--- src/hw/rtl/ven_pkg.sv ---
// Shared types and constants for the Euclidean norm block.
// Used by ven_front, ven_queue, ven_root and vector_euclidean_norm.
package ven_pkg;

  localparam int VALUE_W     = 24;
  localparam int KIND_W      = 2;
  localparam int SQ_W        = 2 * VALUE_W;
  localparam int SUM_W       = 64;
  localparam int NORM_W      = 32;
  localparam int ROOT_STEPS  = SUM_W / 2;
  localparam int QUEUE_DEPTH = 2;

  localparam logic [KIND_W-1:0] KIND_NUMBER  = 2'd0;
  localparam logic [KIND_W-1:0] KIND_SYMBOL  = 2'd1;
  localparam logic [KIND_W-1:0] KIND_UNKNOWN = 2'd2;
  localparam logic [KIND_W-1:0] KIND_EMPTY   = 2'd3;

  typedef struct packed {
    logic             valid;
    logic [SUM_W-1:0] sum;
  } sum_req_t;

endpackage

--- src/hw/rtl/ven_front.sv ---
// Front end: takes elements, squares their magnitude and accumulates the sum.
// Pushes the finished sum of each good list toward the queue. Uses ven_pkg.
module ven_front import ven_pkg::*; (
  input  logic               clk,
  input  logic               rst_n,
  input  logic               in_tvalid,
  output logic               in_tready,
  input  logic [VALUE_W-1:0] in_tdata,
  input  logic [KIND_W-1:0]  in_tuser,
  input  logic               in_tlast,
  output sum_req_t           push,
  input  logic               push_ready
);

  logic               s1_valid_r, s1_valid_nxt;
  logic [SQ_W-1:0]    s1_sq_r;
  logic               s1_num_r;
  logic               s1_err_r;
  logic               s1_last_r;
  logic [SUM_W-1:0]   acc_r, acc_nxt;
  logic               bad_r, bad_nxt;

  logic [VALUE_W-1:0] mag;
  logic [SUM_W:0]     sum_ext;
  logic [SUM_W-1:0]   sum_new;
  logic               bad_new;
  logic               s1_fire;
  logic               in_fire;

  assign mag = in_tdata[VALUE_W-1] ? (~in_tdata + {{(VALUE_W-1){1'b0}}, 1'b1}) : in_tdata;

  assign sum_ext = {1'b0, acc_r} + {{(SUM_W+1-SQ_W){1'b0}}, s1_sq_r};
  assign bad_new = bad_r | s1_err_r;

  always_comb begin
    if (!s1_num_r) begin
      sum_new = acc_r;
    end else if (sum_ext[SUM_W]) begin
      sum_new = '1;
    end else begin
      sum_new = sum_ext[SUM_W-1:0];
    end
  end

  assign s1_fire   = s1_valid_r && (!s1_last_r || bad_new || push_ready);
  assign in_tready = !s1_valid_r || s1_fire;
  assign in_fire   = in_tvalid && in_tready;

  assign push.valid = s1_valid_r && s1_last_r && !bad_new;
  assign push.sum   = sum_new;

  always_comb begin
    s1_valid_nxt = s1_valid_r;
    acc_nxt      = acc_r;
    bad_nxt      = bad_r;
    if (s1_fire) begin
      s1_valid_nxt = 1'b0;
      if (s1_last_r) begin
        acc_nxt = '0;
        bad_nxt = 1'b0;
      end else begin
        acc_nxt = sum_new;
        bad_nxt = bad_new;
      end
    end
    if (in_fire) begin
      s1_valid_nxt = 1'b1;
    end
  end

  always_ff @(posedge clk) begin
    if (!rst_n) begin
      s1_valid_r <= 1'b0;
      acc_r      <= '0;
      bad_r      <= 1'b0;
    end else begin
      s1_valid_r <= s1_valid_nxt;
      acc_r      <= acc_nxt;
      bad_r      <= bad_nxt;
    end
  end

  always_ff @(posedge clk) begin
    if (in_fire) begin
      s1_sq_r   <= SQ_W'(mag) * SQ_W'(mag);
      s1_num_r  <= (in_tuser == KIND_NUMBER);
      s1_err_r  <= (in_tuser == KIND_SYMBOL) || (in_tuser == KIND_UNKNOWN);
      s1_last_r <= in_tlast;
    end
  end

  a_clear_after_last: assert property (@(posedge clk) disable iff (!rst_n)
    (s1_fire && s1_last_r) |=> (acc_r == '0 && !bad_r))
    else $error("accumulator not cleared after the last element");

  a_push_only_good: assert property (@(posedge clk) disable iff (!rst_n)
    push.valid |-> (s1_last_r && !bad_r && !s1_err_r))
    else $error("sum pushed for a bad list");

endmodule

--- src/hw/rtl/ven_queue.sv ---
// Small FIFO of finished sums between the front end and the root unit.
// Uses ven_pkg for the request type.
module ven_queue import ven_pkg::*; #(
  parameter int DEPTH = QUEUE_DEPTH
) (
  input  logic     clk,
  input  logic     rst_n,
  input  sum_req_t push,
  output logic     push_ready,
  output sum_req_t pop,
  input  logic     pop_ready
);

  localparam int PTR_W = (DEPTH > 1) ? $clog2(DEPTH) : 1;
  localparam int CNT_W = $clog2(DEPTH + 1);
  localparam logic [PTR_W-1:0] LAST_PTR = PTR_W'(DEPTH - 1);
  localparam logic [CNT_W-1:0] FULL_CNT = CNT_W'(DEPTH);

  logic [SUM_W-1:0] mem [DEPTH];
  logic [PTR_W-1:0] wr_ptr_r, wr_ptr_nxt;
  logic [PTR_W-1:0] rd_ptr_r, rd_ptr_nxt;
  logic [CNT_W-1:0] count_r, count_nxt;
  logic             do_push;
  logic             do_pop;

  assign push_ready = (count_r != FULL_CNT);
  assign pop.valid  = (count_r != '0);
  assign pop.sum    = mem[rd_ptr_r];
  assign do_push    = push.valid && push_ready;
  assign do_pop     = pop.valid && pop_ready;

  always_comb begin
    wr_ptr_nxt = wr_ptr_r;
    rd_ptr_nxt = rd_ptr_r;
    count_nxt  = count_r;
    if (do_push) begin
      wr_ptr_nxt = (wr_ptr_r == LAST_PTR) ? '0 : wr_ptr_r + PTR_W'(1);
    end
    if (do_pop) begin
      rd_ptr_nxt = (rd_ptr_r == LAST_PTR) ? '0 : rd_ptr_r + PTR_W'(1);
    end
    if (do_push && !do_pop) begin
      count_nxt = count_r + CNT_W'(1);
    end else if (do_pop && !do_push) begin
      count_nxt = count_r - CNT_W'(1);
    end
  end

  always_ff @(posedge clk) begin
    if (!rst_n) begin
      wr_ptr_r <= '0;
      rd_ptr_r <= '0;
      count_r  <= '0;
    end else begin
      wr_ptr_r <= wr_ptr_nxt;
      rd_ptr_r <= rd_ptr_nxt;
      count_r  <= count_nxt;
    end
  end

  always_ff @(posedge clk) begin
    if (do_push) begin
      mem[wr_ptr_r] <= push.sum;
    end
  end

  a_count_bound: assert property (@(posedge clk) disable iff (!rst_n)
    count_r <= FULL_CNT)
    else $error("queue count beyond its depth");

endmodule

--- src/hw/rtl/ven_root.sv ---
// Back end: integer square root of a sum, one result bit per cycle,
// followed by the output register. Uses ven_pkg.
module ven_root import ven_pkg::*; (
  input  logic              clk,
  input  logic              rst_n,
  input  sum_req_t          pop,
  output logic              pop_ready,
  output logic              out_tvalid,
  input  logic              out_tready,
  output logic [NORM_W-1:0] out_tdata
);

  localparam int STEP_W = $clog2(ROOT_STEPS);
  localparam logic [STEP_W-1:0] LAST_STEP = STEP_W'(ROOT_STEPS - 1);
  localparam logic [SUM_W-1:0]  PROBE_INIT = {2'b01, {(SUM_W-2){1'b0}}};

  localparam logic [1:0] ST_IDLE = 2'd0;
  localparam logic [1:0] ST_BUSY = 2'd1;
  localparam logic [1:0] ST_DONE = 2'd2;

  logic [1:0]        state_r, state_nxt;
  logic [STEP_W-1:0] step_r, step_nxt;
  logic [SUM_W-1:0]  x_r, x_nxt;
  logic [SUM_W-1:0]  acc_r, acc_nxt;
  logic [SUM_W-1:0]  probe_r, probe_nxt;
  logic              out_valid_r, out_valid_nxt;
  logic [NORM_W-1:0] out_data_r;

  logic [SUM_W-1:0]  trial;
  logic              take;
  logic              out_free;
  logic              load_out;

  assign trial     = acc_r + probe_r;
  assign take      = (x_r >= trial);
  assign out_free  = !out_valid_r || out_tready;
  assign load_out  = (state_r == ST_DONE) && out_free;
  assign pop_ready = (state_r == ST_IDLE);

  always_comb begin
    state_nxt     = state_r;
    step_nxt      = step_r;
    x_nxt         = x_r;
    acc_nxt       = acc_r;
    probe_nxt     = probe_r;
    out_valid_nxt = out_valid_r;
    if (out_tready) begin
      out_valid_nxt = 1'b0;
    end
    unique case (state_r)
      ST_IDLE: begin
        if (pop.valid) begin
          state_nxt = ST_BUSY;
          step_nxt  = '0;
          x_nxt     = pop.sum;
          acc_nxt   = '0;
          probe_nxt = PROBE_INIT;
        end
      end
      ST_BUSY: begin
        if (take) begin
          x_nxt   = x_r - trial;
          acc_nxt = (acc_r >> 1) + probe_r;
        end else begin
          acc_nxt = acc_r >> 1;
        end
        probe_nxt = probe_r >> 2;
        step_nxt  = step_r + STEP_W'(1);
        if (step_r == LAST_STEP) begin
          state_nxt = ST_DONE;
        end
      end
      ST_DONE: begin
        if (out_free) begin
          out_valid_nxt = 1'b1;
          state_nxt     = ST_IDLE;
        end
      end
      default: begin
        state_nxt = ST_IDLE;
      end
    endcase
  end

  always_ff @(posedge clk) begin
    if (!rst_n) begin
      state_r     <= ST_IDLE;
      out_valid_r <= 1'b0;
    end else begin
      state_r     <= state_nxt;
      out_valid_r <= out_valid_nxt;
    end
  end

  always_ff @(posedge clk) begin
    step_r  <= step_nxt;
    x_r     <= x_nxt;
    acc_r   <= acc_nxt;
    probe_r <= probe_nxt;
    if (load_out) begin
      out_data_r <= acc_r[NORM_W-1:0];
    end
  end

  assign out_tvalid = out_valid_r;
  assign out_tdata  = out_data_r;

  a_root_fits: assert property (@(posedge clk) disable iff (!rst_n)
    (state_r == ST_DONE) |-> (acc_r[SUM_W-1:NORM_W] == '0))
    else $error("root wider than the result field");

  a_done_after_steps: assert property (@(posedge clk) disable iff (!rst_n)
    (state_r == ST_BUSY && step_r == LAST_STEP) |=> (state_r == ST_DONE))
    else $error("root unit did not finish after its last step");

endmodule

--- src/hw/rtl/vector_euclidean_norm.sv ---
// Top level of the Euclidean norm block: front end, sum queue and root unit.
// Depends on ven_pkg, ven_front, ven_queue and ven_root.
//
//   channel  direction  payload
//   in_      slave      tdata = elem_value, tuser = elem_kind, tlast = is_last
//   out_     master     tdata = norm
//
// Elements are taken one per cycle; a list's sum is formed in the stage register
// holding its last element and pushed from there into the sum queue. The square
// root is worked out in a one-bit-per-step unit that takes a new sum only when
// idle and then loads the output register. The input stalls only when the sum
// queue is full at a list end. Reset clears the accumulator, queue and root unit.
module vector_euclidean_norm import ven_pkg::*; #(
  parameter int QDEPTH = QUEUE_DEPTH
) (
  input  logic              clk,
  input  logic              rst_n,
  input  logic              in_tvalid,
  output logic              in_tready,
  input  logic [VALUE_W-1:0] in_tdata,   // [23:0] elem_value
  input  logic [KIND_W-1:0] in_tuser,    // [1:0] elem_kind
  input  logic              in_tlast,
  output logic              out_tvalid,
  input  logic              out_tready,
  output logic [NORM_W-1:0] out_tdata    // [31:0] norm
);

  sum_req_t push;
  sum_req_t pop;
  logic     push_ready;
  logic     pop_ready;

  ven_front u_front (
    .clk        (clk),
    .rst_n      (rst_n),
    .in_tvalid  (in_tvalid),
    .in_tready  (in_tready),
    .in_tdata   (in_tdata),
    .in_tuser   (in_tuser),
    .in_tlast   (in_tlast),
    .push       (push),
    .push_ready (push_ready)
  );

  ven_queue #(
    .DEPTH (QDEPTH)
  ) u_queue (
    .clk        (clk),
    .rst_n      (rst_n),
    .push       (push),
    .push_ready (push_ready),
    .pop        (pop),
    .pop_ready  (pop_ready)
  );

  ven_root u_root (
    .clk        (clk),
    .rst_n      (rst_n),
    .pop        (pop),
    .pop_ready  (pop_ready),
    .out_tvalid (out_tvalid),
    .out_tready (out_tready),
    .out_tdata  (out_tdata)
  );

endmodule
--- config.mk ---
export PLATFORM = sky130hd
export DESIGN_NAME = vector_euclidean_norm
export DESIGN_NICKNAME = d
export VERILOG_FILES = /design/src/hw/rtl/ven_pkg.sv /design/src/hw/rtl/ven_front.sv /design/src/hw/rtl/ven_queue.sv /design/src/hw/rtl/ven_root.sv /design/src/hw/rtl/vector_euclidean_norm.sv
export SDC_FILE = /design/constraint.sdc
export NUM_CORES = 2
export LEC_CHECK = 0
export BUFFER_PORTS_ARGS = -buffer_cell sky130_fd_sc_hd__buf_4
export CAP_MARGIN = 20
export CORE_MARGIN = 10
export CORE_UTILIZATION = 50
export DETAILED_ROUTE_END_ITERATION = 6
export MAX_ROUTING_LAYER = met4
export PLACE_DENSITY = 0.7
export SLEW_MARGIN = 20
export SYNTH_ARGS = -nofsm -noshare
export SYNTH_HDL_FRONTEND = slang
export SYNTH_SLANG_ARGS = --single-unit
export TNS_END_PERCENT = 5
--- constraint.sdc ---
create_clock -name clk -period 12.65 [get_ports clk]
set_clock_uncertainty 0.15 [all_clocks]
set_input_delay 1.265 -clock clk [delete_from_list [all_inputs] [get_ports clk]]
set_output_delay 1.265 -clock clk [all_outputs]
set_load 0.05 [all_outputs]
== Word level (Yosys, flattened, before mapping) ==
Memories as Yosys holds them, arrays and structs flattened. A register that Yosys moved wholly into a read port is not among the register bits.
Cells that the tools add are included.

* Add/subtract/negate cells: 10
* $mul: 1
* Order comparisons: 1
* Equality and inequality tests: 10
* Multiplexer cells: 32
* Bitwise logic cells: 2
* Reduce and logical (&&, ||, !) cells: 29

{| class="wikitable"
|+ Operators by type and width
! cell !! count
|-
| $mux 64 || 8
|-
| $pmux 64 s2 || 3
|-
| $add 64x48->65 || 1
|-
| $add 63x64->64 || 1
|-
| $add 64x64->64 || 1
|-
| $ge 64x64->1 || 1
|-
| $sub 64x64->64 || 1
|-
| $mul 24x24->48 || 1
|-
| $add 24x1->24 const B || 1
|-
| $mux 24 || 1
|-
| $not 24->24 || 1
|-
| $mux 1 || 12
|-
| $mux 2 || 5
|-
| $pmux 5 s2 || 1
|-
| $logic_and 1x1->1 || 9
|-
| $ne 2x1->1 const B || 4
|-
| $reduce_bool 2->1 || 4
|-
| $logic_not 1->1 || 6
|-
| $pmux 2 s3 || 1
|-
| $reduce_and 3->1 || 2
|-
| $add 5x1->5 const B || 1
|-
| $eq 5x5->1 const B || 1
|-
| $logic_or 1x1->1 || 5
|-
| $mux 5 || 1
|-
| other kinds (9) || 13
|}

* Bits in registers: 353
* RAM bits: 128
* Output and inout port bits: 34
* Memories: 1

{| class="wikitable"
|+ Memory list
! memory !! words !! width !! rd ports !! clocked after Yosys merged registers in !! wr ports !! RTL line !! source
|-
| u_queue.mem || 2 || 64 || 1 || 1 || 1 || ven_queue.sv:19 || <nowiki>logic [SUM_W-1:0] mem [DEPTH];</nowiki>
|}

== Logic depth before layout (Yosys ltp) ==
* Depth after elaboration: 8
* Gate-level depth with buffers: 35
* Mapped depth without buffers: 33

== Hierarchy ==
A second synthesis with hierarchy kept.

* Cell total of the unflattened synthesis: 4822
* Area total of the unflattened synthesis: 45454.8 µm²

{| class="wikitable"
|+ Modules (own cells, without submodules)
! module !! times used !! cells each !! area each (µm²) !! sequential area each (µm²)
|-
| ven_front || 1 || 2751 || 24193.2 || 2822.7
|-
| ven_root || 1 || 1848 || 16404.5 || 5975.7
|-
| ven_queue || 1 || 223 || 4857.2 || 3943.8
|}

== Least setup slack after synthesis ==
No wires, ideal clock.

* Path type: input port to flip-flop
* From: input in_tdata[0]
* To: register u_front.s1_sq_r[42] (data pin)
* Setup time: 0.263 ns
* Arrival time: 9.986 ns
* Data required time: 12.237 ns
* Setup slack: 2.251 ns
* Cell stages on the path: 33
* Path buffers: 3
* Cell sequence: clkbuf_1 inv_1 clkbuf_1 ha_1 nand3_1 or4_1 or4_1 o21ai_1 xor2_2 buf_2 nor2_1 fa_1 fa_1 fa_1 inv_1 fa_1 inv_1 fa_1 fa_1 inv_1 fa_1 inv_1 ha_1 nand2_1 o21ai_0 or3b_2 nand3_1 a31oi_1 o311ai_0 o31ai_1 o21ai_0 a31oi_1 xnor2_1

* Cells in the longest elaborated chain, start to end: 4

{| class="wikitable"
|+ RTL lines
! element !! RTL line !! source
|-
| start, declared || vector_euclidean_norm.sv:20 || <nowiki>input logic [VALUE_W-1:0] in_tdata,</nowiki>
|-
| $not 24->24 || ven_front.sv:30 || <nowiki>assign mag = in_tdata[VALUE_W-1] ? (~in_tdata + {{(VALUE_W-1){1'b0}}, 1'b1}) : in_tdata;</nowiki>
|-
| $add 24x1->24 || ven_front.sv:30 ||
|-
| $mux 24 (*) || ven_front.sv:30 ||
|-
| $mul 24x24->48 (*) || ven_front.sv:85 || <nowiki>s1_sq_r <= SQ_W'(mag) * SQ_W'(mag);</nowiki>
|-
| end signal, assigned || ven_front.sv:85 ||
|-
| end, declared || ven_front.sv:16 || <nowiki>logic [SQ_W-1:0] s1_sq_r;</nowiki>
|}

Mark *: on every way between the ends. The rest lies on a longest branch, timed or not.
A chain may end at the register's enable or synchronous reset.

== Worst setup path after layout ==
Same ends and word-level chain as after synthesis.

==> impl_summary.txt <==
----------------------------------------------------
[Status]
  Outcome ... finished, violations left
  Violated checks ... design-rule violations

[Min path]
  Worst min-delay path startpoint ... u_root.acc_r[0]$_SDFFCE_PN0P_
  Instance count along the most critical hold path ... 0
  Destination of the worst hold path ... u_root.out_tdata[0]$_DFFE_PP_
  Class of the worst hold path ... reg -> reg

[CTS]
  CTS Hold Buffers Added ... 0
  Later-pin clock latency in the skew report ... 620 ps
  Clock-pin slew of the registers on the worst-case setup and hold paths ... roughly 60 ps
  Buffer levels on the longest clock path ... 3
  TritonCTS clock tree ... yes
  Cts bufs inserted ... 48
  Number of resized instances in the post-cts repair step ... 0
  Root cell of the clock tree ... clkbuf_16
  H-tree levels ... 2
  Post-CTS setup buffer count ... 0
  Number of clock sinks ... 449

[Placed design]
  Pre-CTS setup slack ... ~1300 ps
  Detailed Place HPWL ... 84.6 mm
  Count of port buffers added during placement ... 64
  RD Place Congestion ... ~0.95

[Timing]
  Worst-case headroom to the max-slew limit ... 0.267
  RSZ-0062 raised after global routing ... false
  Total Neg Setup Slack ... 0 ps
  Final-report setup violation count ... 0
  Post-route minimum period ... roughly 11000 ps
  Slew at the pin closest to its max-slew limit ... 1100 ps
  Final Hold Fails ... 0
  Worst setup margin ... around 1900 ps
  Timing-limited maximum frequency ... slightly above 90 MHz
  Part of the cycle the worst path needs ... 0.850
  Max-slew violation count ... 0

[Yosys]
  Fraction of registers with async set/reset ... 0
  Most numerous cell in the Yosys netlist ... inv_1
  Dominant register cell in the synthesized netlist ... edfxtp_1
  Post-Synthesis Mean Instance Area ... ~9.5 µm²
  Post-synth top cells ... inv_1 (637), fa_1 (424), nand2_1 (422), nor2_1 (395), edfxtp_1 (375)
  Register area share after synthesis ... 0.285
  Post-synthesis cell count ... 4725
  Top cell type by total area after synthesis ... edfxtp_1
  Number of synthesized flops with an enable pin ... roughly 380
  Number of warning messages in the yosys log ... 0
  Top-area cell type share of the netlist area ... 0.251
  Cell area after synthesis ... around 45000 µm²
  Number of library cell types mapped by synthesis ... 98
  Ranking of synthesized cells by area ... edfxtp_1 (25%), fa_1 (19%), ha_1 (9.8%)
  Number of flip-flops and latches in the synthesized netlist ... around 450

[Drt]
  Via count ... 33300
  Initial drt markers ... 2548
  DRC violations left ... 7
  Via count normalized by instance count ... 5.63
  Router iterations before antenna repair ... 7
  Routed Antenna Nets ... 0
  DRT Wirelength ... between 100 and 150 mm
  Routed WL per cell ... between 15 and 20 µm

[Floorplanning]
  Num rows ... 109
  # IOs ... 65
  Initial standard-cell utilization of the core ... 0.505
  Die boundary height ... between 300 and 400 µm
  Overall die width ... about 320 µm
  Placeable core area ... 88600 µm²
  Full die area ... 102000 µm²

[Finish]
  Count of antenna diodes in the layout ... 0
  Post-layout util ... 0.542
  Final net count ... between 5000 and 6000
  Area Overhead vs Synth ... 7.30%
  Share of layout cells above drive strength 1 ... 0.0570

[Worst setup path]
  Startpoint class of the critical path ... primary input
  Launching point of the worst reg2reg path ... u_root.acc_r[6]$_SDFFCE_PN0P_
  Worst reg2reg path endpoint ... u_root.x_r[9]$_DFFE_PP_
  Setup slack of the most critical reg-to-reg path ... approximately 4600 ps
  Longest individual stage delay on the worst path ... approximately 680 ps
  Type of destination of the critical path ... register
  CP max-delay cell ... o311ai_0
  Arrival time at the worst endpoint ... about 11000 ps
  Required time at the worst-slack endpoint ... about 13000 ps
  Max FO, Critical Path ... 16
  Cell depth of the worst flop-to-flop path ... 21
  Crit path kind ... in -> reg

[Global route]
  Vias in the first global route ... around 34000
  Total global-route track usage ... 0.214
  Overall overflow remaining after global route ... 0
  Wire length of the first global-routing pass ... between 150 and 200 mm
  Maximum number of pins on one net before global-route repair ... 100
  Initial antenna violation count ... 0

[Run]
  Max_cap viols ... 0

----------------------------------------------------
flip-flops by register name, indices dropped and copies added (netlist names), 2 cells and up, named ones only:
| signal | cells |
|---|---|
| u_front.acc_r | 64 |
| u_queue.count_r | 2 |
| u_root.acc_r | 64 |
| u_root.step_r | 5 |
| u_queue.mem | 128 |
| u_root.x_r | 64 |
| u_root.out_tdata | 32 |
| u_root.state_r | 2 |
| u_front.s1_sq_r | 47 |
| u_root.probe_r | 32 |
critical path, delay by kind of cell:
family,cells,cell delay (ps)
AOI/OAI and AO/OA,7,1800
buffers and inverters,9,1500
xor gates and xnor gates,2,230
and+or+nand+nor,7,1910
adders and majority gates,9,4230
how the worst max path moves through the flow:
stage	from	to	depth (start not counted)
2_1_floorplan	in_tdata[0]	u_front.s1_sq_r[42]$_DFFE_PP_	33
3_3_place_gp	in_tdata[0]	u_front.s1_sq_r[42]$_DFFE_PP_	34
3_5_place_dp	in_tdata[0]	u_front.s1_sq_r[42]$_DFFE_PP_	34
4_1_cts	in_tdata[0]	u_front.s1_sq_r[42]$_DFFE_PP_	34
5_1_grt	in_tdata[0]	u_front.s1_sq_r[42]$_DFFE_PP_	34
6_report	in_tdata[0]	u_front.s1_sq_r[42]$_DFFE_PP_	34
per-layer routing:
layer	share of wire	track usage
met2	0.46	0.348
met1	0.45	0.284
met4	0.032	0.0650
met5	0	-
met3	0.051	0.0187
stage by stage:
step,hold slack (ps),area [µm²],std cells
2_1_floorplan,281,44800,4740
3_3_place_gp,313,46500,5829
3_5_place_dp,313,46500,5829
4_1_cts,315,48000,5917
5_1_grt,325,48000,5917
6_report,315,48000,5917
logic make-up (layout without fill, tap and decap cells):
family	after synthesis	after routing	share of synthesized area
xor+xnor	290	290	0.0571
fa+ha+maj	776	776	0.288
mux	58	58	0.0133
other cells	2	17	0.000168
flops	449	449	0.285
simple gates	1250	1250	0.129
compound gates	1076	1076	0.158
buf+inv	824	836	0.0698
cells in the final DEF (no fill, tap or decap), types with 46 or more instances in the layout:
master     count
xnor2_1      136
o21ai_0      224
dfxtp_1       73
and2_1        61
nand4_1       59
ha_1         352
nand3_1       70
mux2i_1       47
nor3_1        46
a21o_1       117
edfxtp_1     375
a21oi_1      237
clkbuf_16     48
o21bai_1      50
xor2_1       149
a211oi_1      48
fa_1         424
nand2_1      421
inv_1        636
a31oi_1      103
nor2_1       395
buf_4        108
area by class of cell:
| class | instances | area (µm²) |
|---|---|---|
| Timing Repair Buffer | 108 | 811 |
| Sequential cell | 449 | 12700 |
| Fill cell | 7944 | 40600 |
| Inverter | 640 | 2400 |
| Clock buffer | 55 | 1250 |
| Tap cell | 1165 | 1460 |
| Multi-Input combinational cell | 3467 | 29100 |
| Clock inverter | 33 | 330 |
Power is not shown: default switching activity piles up to over one toggle a cycle in this logic, so the estimate is an artifact.
